$ cat config.mk
export PLATFORM = sky130hd
export DESIGN_NAME = uac_control_descriptor_parser_core
export DESIGN_NICKNAME = d
export VERILOG_FILES = /design/src/rtl/ucdp_pkg.sv /design/src/rtl/ucdp_desc_eval.sv /design/src/rtl/uac_control_descriptor_parser_core.sv
export SDC_FILE = /design/constraint.sdc
export NUM_CORES = 1
export LEC_CHECK = 0
export ABC_CLOCK_PERIOD_IN_PS = 7400
export BUFFER_PORTS_ARGS = -buffer_cell sky130_fd_sc_hd__buf_2
export CAP_MARGIN = 20
export CORE_ASPECT_RATIO = 1.2
export CORE_MARGIN = 2
export CORE_UTILIZATION = 60
export CTS_BUF_LIST = sky130_fd_sc_hd__clkbuf_16
export CTS_CLUSTER_SIZE = 40
export DETAILED_ROUTE_END_ITERATION = 10
export PLACE_DENSITY = 0.92
export SYNTH_ARGS = -nofsm -noshare
export SYNTH_HDL_FRONTEND = slang
export SYNTH_SLANG_ARGS = --single-unit
export TNS_END_PERCENT = 1
$ cat constraint.sdc
create_clock -name clk_i -period 7.4 [get_ports clk_i]
set_input_delay 0.37 -clock clk_i [delete_from_list [all_inputs] [get_ports clk_i]]
set_output_delay 0.37 -clock clk_i [all_outputs]
set_load 0.05 [all_outputs]
$ cat src/rtl/ucdp_pkg.sv
// Types and constants shared by the AudioControl descriptor parser modules.
`timescale 1ns / 1ps

package ucdp_pkg;

  localparam logic [7:0]  CsInterfaceType  = 8'h24;
  localparam logic [7:0]  SubHeader        = 8'h01;
  localparam logic [7:0]  SubFeatureUnit   = 8'h06;
  localparam logic [7:0]  SubClockSource   = 8'h0A;
  localparam logic [7:0]  SubClockSelector = 8'h0B;
  localparam logic [15:0] Uac2Version      = 16'h0200;

  localparam int unsigned CaptureDepth = 6;
  localparam int unsigned ResultWidth  = 48;

  // Master volume codes of a UAC2 feature unit.
  localparam logic [1:0] VolCodeNone = 2'd0;
  localparam logic [1:0] VolCodeHost = 2'd3;

  // Volume kinds reported in the summary.
  localparam logic [1:0] VolKindHost    = 2'd1;
  localparam logic [1:0] VolKindReadOnly = 2'd2;
  localparam logic [1:0] VolKindUac1    = 2'd3;

  // A completed descriptor: its length and bytes 1 to 6 after bLength.
  typedef struct packed {
    logic [7:0]                   len;
    logic [CaptureDepth-1:0][7:0] bytes;
  } desc_t;

  // Updates to the summary state caused by one completed descriptor.
  typedef struct packed {
    logic        version_we;
    logic [15:0] version;
    logic        source_we;
    logic [7:0]  source_id;
    logic        source_prog;
    logic        selector_we;
    logic [7:0]  selector_id;
    logic        feature_we;
    logic [7:0]  feature_id;
    logic        volume_we;
    logic        volume_host;
    logic [1:0]  volume_kind;
  } upd_t;

endpackage

$ cat src/rtl/ucdp_desc_eval.sv
// Evaluation of one completed class-specific AudioControl descriptor.
`timescale 1ns / 1ps

module ucdp_desc_eval (
  input  ucdp_pkg::desc_t     desc_i,
  input  logic [15:0]         version_i,
  output ucdp_pkg::upd_t      upd_o
);
  import ucdp_pkg::*;

  logic       cs_iface;
  logic [1:0] vol_code;

  always_comb begin
    upd_o    = '0;
    cs_iface = (desc_i.len >= 8'd3) && (desc_i.bytes[0] == CsInterfaceType);
    vol_code = desc_i.bytes[4][3:2];

    upd_o.version     = {desc_i.bytes[3], desc_i.bytes[2]};
    upd_o.source_id   = desc_i.bytes[2];
    upd_o.source_prog = (desc_i.bytes[4][1:0] == 2'b11);
    upd_o.selector_id = desc_i.bytes[2];
    upd_o.feature_id  = desc_i.bytes[2];

    upd_o.version_we  = cs_iface && (desc_i.bytes[1] == SubHeader) && (desc_i.len >= 8'd5);
    upd_o.source_we   = cs_iface && (desc_i.bytes[1] == SubClockSource)
                        && (desc_i.len >= 8'd6);
    upd_o.selector_we = cs_iface && (desc_i.bytes[1] == SubClockSelector)
                        && (desc_i.len >= 8'd4);
    upd_o.feature_we  = cs_iface && (desc_i.bytes[1] == SubFeatureUnit)
                        && (desc_i.len >= 8'd6);

    // Volume rule depends on the audio class version seen so far.
    if (upd_o.feature_we) begin
      if (version_i >= Uac2Version) begin
        if (desc_i.len >= 8'd9 && vol_code != VolCodeNone) begin
          upd_o.volume_we = 1'b1;
          if (vol_code == VolCodeHost) begin
            upd_o.volume_host = 1'b1;
            upd_o.volume_kind = VolKindHost;
          end else begin
            upd_o.volume_host = 1'b0;
            upd_o.volume_kind = VolKindReadOnly;
          end
        end
      end else if (desc_i.bytes[4] != 8'd0 && desc_i.len >= 8'd7 && desc_i.bytes[5][1]) begin
        upd_o.volume_we   = 1'b1;
        upd_o.volume_host = 1'b1;
        upd_o.volume_kind = VolKindUac1;
      end
    end
  end

endmodule

$ cat src/rtl/uac_control_descriptor_parser_core.sv
// Top level of the USB audio class AudioControl descriptor parser.
`timescale 1ns / 1ps
//
//  Channel   Direction  Transfer contents
//  s_axis    in         one descriptor byte; tlast marks the final byte of the block
//  m_axis    out        one 48-bit summary, sent for the transfer that carried tlast
//
// The walker state and the summary state update in the cycle the byte transfer is
// taken, and a block summary lands in the output register in that same cycle, so
// bytes can arrive back to back without gaps unless a waiting summary stalls s_axis.
// Reset clears the walker, the summary state and the output valid flag.
// While a summary waits in the output register and the sink holds m_axis_tready low,
// s_axis_tready is low; a summary taken in a cycle frees the way for a new byte
// in that same cycle.

module uac_control_descriptor_parser_core (
  input  logic                               clk_i,
  input  logic                               rst_ni,
  input  logic                               s_axis_tvalid_i,
  output logic                               s_axis_tready_o,
  // tdata: data_byte [7:0]
  input  logic [7:0]                         s_axis_tdata_i,
  input  logic                               s_axis_tlast_i,
  output logic                               m_axis_tvalid_o,
  input  logic                               m_axis_tready_i,
  // tdata: uac_version [15:0], clock_source_id [23:16], clock_source_found [24],
  //        clock_programmable [25], clock_selector_id [33:26], clock_selector_found [34],
  //        feature_unit_id [42:35], feature_unit_found [43], volume_host_control [44],
  //        volume_kind [46:45], walk_stopped [47]
  output logic [ucdp_pkg::ResultWidth-1:0]   m_axis_tdata_o
);
  import ucdp_pkg::*;

  // Walker state: position inside the current descriptor and its bLength.
  logic [7:0]                   pos_q, pos_d;
  logic [7:0]                   len_q, len_d;
  logic                         stopped_q, stopped_d;
  // Bytes 1 to 6 of the descriptor in progress; later bytes are never used.
  logic [CaptureDepth-1:0][7:0] capt_q, capt_d;

  // Summary state.
  logic [15:0] version_q, version_d;
  logic [7:0]  src_id_q, src_id_d;
  logic        src_found_q, src_found_d;
  logic        src_prog_q, src_prog_d;
  logic [7:0]  sel_id_q, sel_id_d;
  logic        sel_found_q, sel_found_d;
  logic [7:0]  fu_id_q, fu_id_d;
  logic        fu_found_q, fu_found_d;
  logic        vol_host_q, vol_host_d;
  logic [1:0]  vol_kind_q, vol_kind_d;

  // Output register.
  logic                   out_valid_q, out_valid_d;
  logic [ResultWidth-1:0] out_data_q, out_data_d;

  logic   accept;
  logic   complete;
  logic   final_stopped;
  desc_t  desc;
  upd_t   upd;

  assign s_axis_tready_o = !out_valid_q || m_axis_tready_i;
  assign accept          = s_axis_tvalid_i && s_axis_tready_o;
  assign m_axis_tvalid_o = out_valid_q;
  assign m_axis_tdata_o  = out_data_q;

  // The descriptor as seen with the current byte merged into the capture.
  always_comb begin
    capt_d = capt_q;
    if (accept && !stopped_q && pos_q != 8'd0 && pos_q <= 8'(CaptureDepth)) begin
      capt_d[pos_q[2:0] - 3'd1] = s_axis_tdata_i;
    end
    desc.len   = len_q;
    desc.bytes = capt_d;
  end

  ucdp_desc_eval u_desc_eval (
    .desc_i    (desc),
    .version_i (version_q),
    .upd_o     (upd)
  );

  // A descriptor ends on the byte whose position plus one reaches bLength.
  assign complete = ({1'b0, pos_q} + 9'd1) >= {1'b0, len_q};

  always_comb begin
    pos_d       = pos_q;
    len_d       = len_q;
    stopped_d   = stopped_q;
    version_d   = version_q;
    src_id_d    = src_id_q;
    src_found_d = src_found_q;
    src_prog_d  = src_prog_q;
    sel_id_d    = sel_id_q;
    sel_found_d = sel_found_q;
    fu_id_d     = fu_id_q;
    fu_found_d  = fu_found_q;
    vol_host_d  = vol_host_q;
    vol_kind_d  = vol_kind_q;
    out_valid_d = out_valid_q && !m_axis_tready_i;
    out_data_d  = out_data_q;
    final_stopped = 1'b0;

    if (accept) begin
      if (!stopped_q) begin
        if (pos_q == 8'd0) begin
          // First byte of a descriptor is its length; under two ends the walk.
          len_d = s_axis_tdata_i;
          if (s_axis_tdata_i < 8'd2) begin
            stopped_d = 1'b1;
          end else begin
            pos_d = 8'd1;
          end
        end else if (complete) begin
          pos_d = 8'd0;
          if (upd.version_we) begin
            version_d = upd.version;
          end
          if (upd.source_we) begin
            src_id_d    = upd.source_id;
            src_found_d = 1'b1;
            src_prog_d  = upd.source_prog;
          end
          if (upd.selector_we) begin
            sel_id_d    = upd.selector_id;
            sel_found_d = 1'b1;
          end
          if (upd.feature_we) begin
            fu_id_d    = upd.feature_id;
            fu_found_d = 1'b1;
          end
          if (upd.volume_we) begin
            vol_host_d = upd.volume_host;
            vol_kind_d = upd.volume_kind;
          end
        end else begin
          pos_d = pos_q + 8'd1;
        end
      end

      if (s_axis_tlast_i) begin
        // A block that ends inside a descriptor counts as a stopped walk.
        final_stopped = stopped_d || (pos_d != 8'd0);
        out_valid_d   = 1'b1;
        out_data_d    = {final_stopped, vol_kind_d, vol_host_d, fu_found_d, fu_id_d,
                         sel_found_d, sel_id_d, src_prog_d, src_found_d, src_id_d,
                         version_d};
        pos_d       = '0;
        len_d       = '0;
        stopped_d   = 1'b0;
        version_d   = '0;
        src_id_d    = '0;
        src_found_d = 1'b0;
        src_prog_d  = 1'b0;
        sel_id_d    = '0;
        sel_found_d = 1'b0;
        fu_id_d     = '0;
        fu_found_d  = 1'b0;
        vol_host_d  = 1'b0;
        vol_kind_d  = '0;
      end
    end
  end

  always_ff @(posedge clk_i or negedge rst_ni) begin
    if (!rst_ni) begin
      pos_q       <= '0;
      len_q       <= '0;
      stopped_q   <= 1'b0;
      version_q   <= '0;
      src_id_q    <= '0;
      src_found_q <= 1'b0;
      src_prog_q  <= 1'b0;
      sel_id_q    <= '0;
      sel_found_q <= 1'b0;
      fu_id_q     <= '0;
      fu_found_q  <= 1'b0;
      vol_host_q  <= 1'b0;
      vol_kind_q  <= '0;
      out_valid_q <= 1'b0;
    end else begin
      pos_q       <= pos_d;
      len_q       <= len_d;
      stopped_q   <= stopped_d;
      version_q   <= version_d;
      src_id_q    <= src_id_d;
      src_found_q <= src_found_d;
      src_prog_q  <= src_prog_d;
      sel_id_q    <= sel_id_d;
      sel_found_q <= sel_found_d;
      fu_id_q     <= fu_id_d;
      fu_found_q  <= fu_found_d;
      vol_host_q  <= vol_host_d;
      vol_kind_q  <= vol_kind_d;
      out_valid_q <= out_valid_d;
    end
  end

  // Payload registers carry no reset.
  always_ff @(posedge clk_i) begin
    capt_q     <= capt_d;
    out_data_q <= out_data_d;
  end

endmodule

==> flow_summary_export.csv <==
group,metric,value,unit
routing,wirelength,16570,µm
routing,ant_nets,0,
cts,cts_setup_buffers,0,
cts,hold_buffers,0,
synthesis,avgSynthCellArea,11.12,µm²
finish,final_cell_area,7811,µm²
power,total_power,2563,µW
global_routing,grt_pass1_vias,5168,
finish,nets,696,
floorplan,die_w,101.4,µm
synthesis,synthDistinctLibCells,65,
finish,syn2layout_area_growth,14.36,%
floorplan,core_area,11090,µm²
sta,fin_skew,10.76,ps
routing,firstDrtPassIters,6,
synthesis,syn-instance-count,614,
sta,fin_tns_setup,0,ps
worst_setup_path,cp_max_fo,34,
worst_setup_path,reg2reg_slack,2370,ps
sta,report.final.slew_viol_count,0,
synthesis,ys_seq_area_share,56.93,%
routing,via_per_inst,6.259,
synthesis,yosysTopAreaCellShare,23.81,%
synthesis,synth-seq-cells,154,
routing,drc,0,
global_routing,grt_max_degree,66,
synthesis,synth_area_leaders,"dfrtp_1 (24%), edfxtp_1 (21%), dfxtp_1 (12%)",
worst_setup_path,critPathArrivalTime,5310,ps
cts,cts_root_buf,"clkbuf_16",
sta,finalHoldViolCount,0,
run_status,status,"complete, no violations",
power,vdd_drop_max,172.8,µV
global_routing,gr-usage-all-layers,27.92,%
cts,cts_tree,"yes",
synthesis,synth.largest_area_cell,"dfrtp_1",
power,leakagePower,0.003337,µW
run,drv_cap,0,
global_routing,grt_pass1_wl,26200,µm
worst_setup_path,cpLargestDelayFamily,"simple AND/OR/NAND/NOR gates",
worst_setup_path,reg2reg_from,"pos_q[2]$_DFFE_PN0N_",
cts,cts_buffer_depth,2,
worst_setup_path,crit_type,"flop to flop",
routing,drt_iter0_markers,559,
worst_setup_path,worstSetupStartpointType,"flop",
worst_setup_path,slowest_delay,800,ps
synthesis,ys_warn_count,0,
synthesis,synth-async-reset-ratio,42.21,%
global_routing,overflow,0,
worst_setup_path,end_kind,"flop",
finish,diodes,0,
cts,cts_inserted_buffers,17,
finish,final_cell_count_no_fill,839,
finish,final_layout_size_suffix_gt1_share,20.44,%
sta,min_period,5030,ps
synthesis,synth_common_cells,"nand2_1 (78), dfrtp_1 (65), edfxtp_1 (48), o21ai_0 (48), dfxtp_1 (41)",
cts,ctsResizeCount,0,
floorplan,io_pins,63,
floorplan,rows,42,
placed_design,placed_area,7238,µm²
worst_setup_path,crit_chain,"inv_1, nor3_1, and3_1, and3_1, xnor2_1, inv_1, ha_1, a21boi_0, a311oi_1, nand2_1, nand4_4, a221o_1, nand2b_1, o2bb2ai_1",
synthesis,yosysMostFrequentCell,"nand2_1",
sta,fmax,0.1988,GHz
worst_setup_path,cp_slowest_cell,"a221o_1",
worst_setup_path,cp.buffers_inverters,2,
worst_setup_path,reg2reg_to,"version_q[14]$_DFFE_PN0N_",
floorplan,die_area,12260,µm²
worst_setup_path,r2r_cells,14,
synthesis,syn_nets,638,
power,power_density,328.2,nW/µm²
worst_hold_path,hold_path_class,"input pin to asynchronous set/reset pin",
placed_design,dp_cells,806,
synthesis,synth-edff-count,48,
routing,wl_per_cell,19.75,µm
floorplan,die_h,120.9,µm
placed_design,port_buffers,62,
placed_design,dp_hpwl,10430,µm
global_routing,antenna_found_initial,0,
sta,rsz0062_at_grt,"false",
cts,clkTransAtPathRegs,70,ps
placed_design,gp_congestion,0.9186,
floorplan,initial_core_util,61.60,%
sta,worst_pin_slew,1036,ps
sta,maxSlewHeadroom,30.30,%
cts,cts_sinks,154,
cts,worstSkewPairLatency,430,ps
synthesis,yosys_most_used_dff,"dfrtp_1",
sta,min_period_over_period,67.98,%
synthesis,synth_area,6830,µm²
cts,htree_levels,4,
routing,vias,5251,
worst_setup_path,cp_data_required_time,7680,ps
sta,setup_viol,0,
==> cell families after synthesis <==
kind of cell,Yosys count,synth area share [%]
buffers and inverters,64,3.957
adders and majority gates,11,2.015
muxes,48,7.712
DFF,154,56.93
AOI/OAI and AO/OA,152,14.64
and+or+nand+nor,177,13.72
xor gates and xnor gates,8,1.026
==> placed cells by master, fill, tap and decap left out, types with 11 or more instances in the layout <==
| master | count |
|---|---|
| o2bb2ai_1 | 30 |
| ha_1 | 11 |
| edfxtp_1 | 48 |
| mux2i_1 | 20 |
| dfrtp_1 | 65 |
| clkbuf_16 | 17 |
| a21oi_1 | 15 |
| nor4_1 | 12 |
| inv_1 | 34 |
| dfxtp_1 | 41 |
| buf_2 | 62 |
| nand2_1 | 78 |
| mux2_2 | 27 |
| o21ai_1 | 18 |
| o21ai_0 | 48 |
| nor2_1 | 22 |
==> power by group <==
group	internal, µW	switching [µW]
clock	469	371
combinational	212	422
sequential	1010	82.3
total	1690	875
==> per-layer routing <==
metal  part of all wire (%)  up-vias  global-route usage, %
met2                     52      286                  47.89
met3                    6.7       65                  6.394
met1                     38     2549                  33.28
met5                      0        -                      0
li1                       -     2351                      -
met4                    3.7        0                  12.33
==> sequential cells by signal, indices dropped and copies added (netlist names), 2 cells and up <==
| name | cells |
|---|---|
| m_axis_tdata_o | 48 |
| capt_q | 41 |
| version_q | 16 |
| fu_id_q | 8 |
| len_q | 8 |
| pos_q | 8 |
| sel_id_q | 8 |
| src_id_q | 8 |
| vol_kind_q | 2 |
==> worst register-to-register path, stage by stage, from the launching register on <==
cell and delay, ps:
dfrtp_1 550, inv_1 140, nor3_1 500, and3_1 320, and3_1 190, xnor2_1 140, inv_1 100, ha_1 300
a21boi_0 130, a311oi_1 420, nand2_1 290, nand4_4 170, a221o_1 800, nand2b_1 630, o2bb2ai_1 200
==> layout make-up <==
class | count | area, µm²
flip-flops and latches | 154 | 3889
fillers | 706 | 3277
well taps | 154 | 192.7
clock inverters | 15 | 142.6
multi-input cells | 396 | 2678
repair buffers | 68 | 352.8
clock buffers | 17 | 425.4
inverters | 35 | 131.4
==> worst max-delay path by stage <==
| stage | start | endpoint | slack, ps | cells past startpoint |
|---|---|---|---|---|
| 2_1_floorplan | pos_q[0]$_DFFE_PN0N_ | m_axis_tdata_o[44]$_DFFE_PP_ | 3770 | 14 |
| 3_3_place_gp | pos_q[2]$_DFFE_PN0N_ | version_q[6]$_DFFE_PN0N_ | 2860 | 14 |
| 3_5_place_dp | pos_q[2]$_DFFE_PN0N_ | version_q[5]$_DFFE_PN0N_ | 2560 | 14 |
| 4_1_cts | pos_q[2]$_DFFE_PN0N_ | version_q[14]$_DFFE_PN0N_ | 2470 | 14 |
| 5_1_grt | pos_q[2]$_DFFE_PN0N_ | version_q[0]$_DFFE_PN0N_ | 1950 | 14 |
| 6_report | pos_q[2]$_DFFE_PN0N_ | version_q[14]$_DFFE_PN0N_ | 2370 | 14 |
==> metrics by stage <==
step	worst slack, ps	hold WS, ps	util (%)
floorplan	3769	74.41	-
finish	2370	129.5	70.45
detailed placement	2563	449.6	65.28
global route	1947	200.5	70.45
CTS	2470	168.9	70.40
global placement	2864	434.3	65.28
No activity file was read; power rests on OpenSTA's default activity.
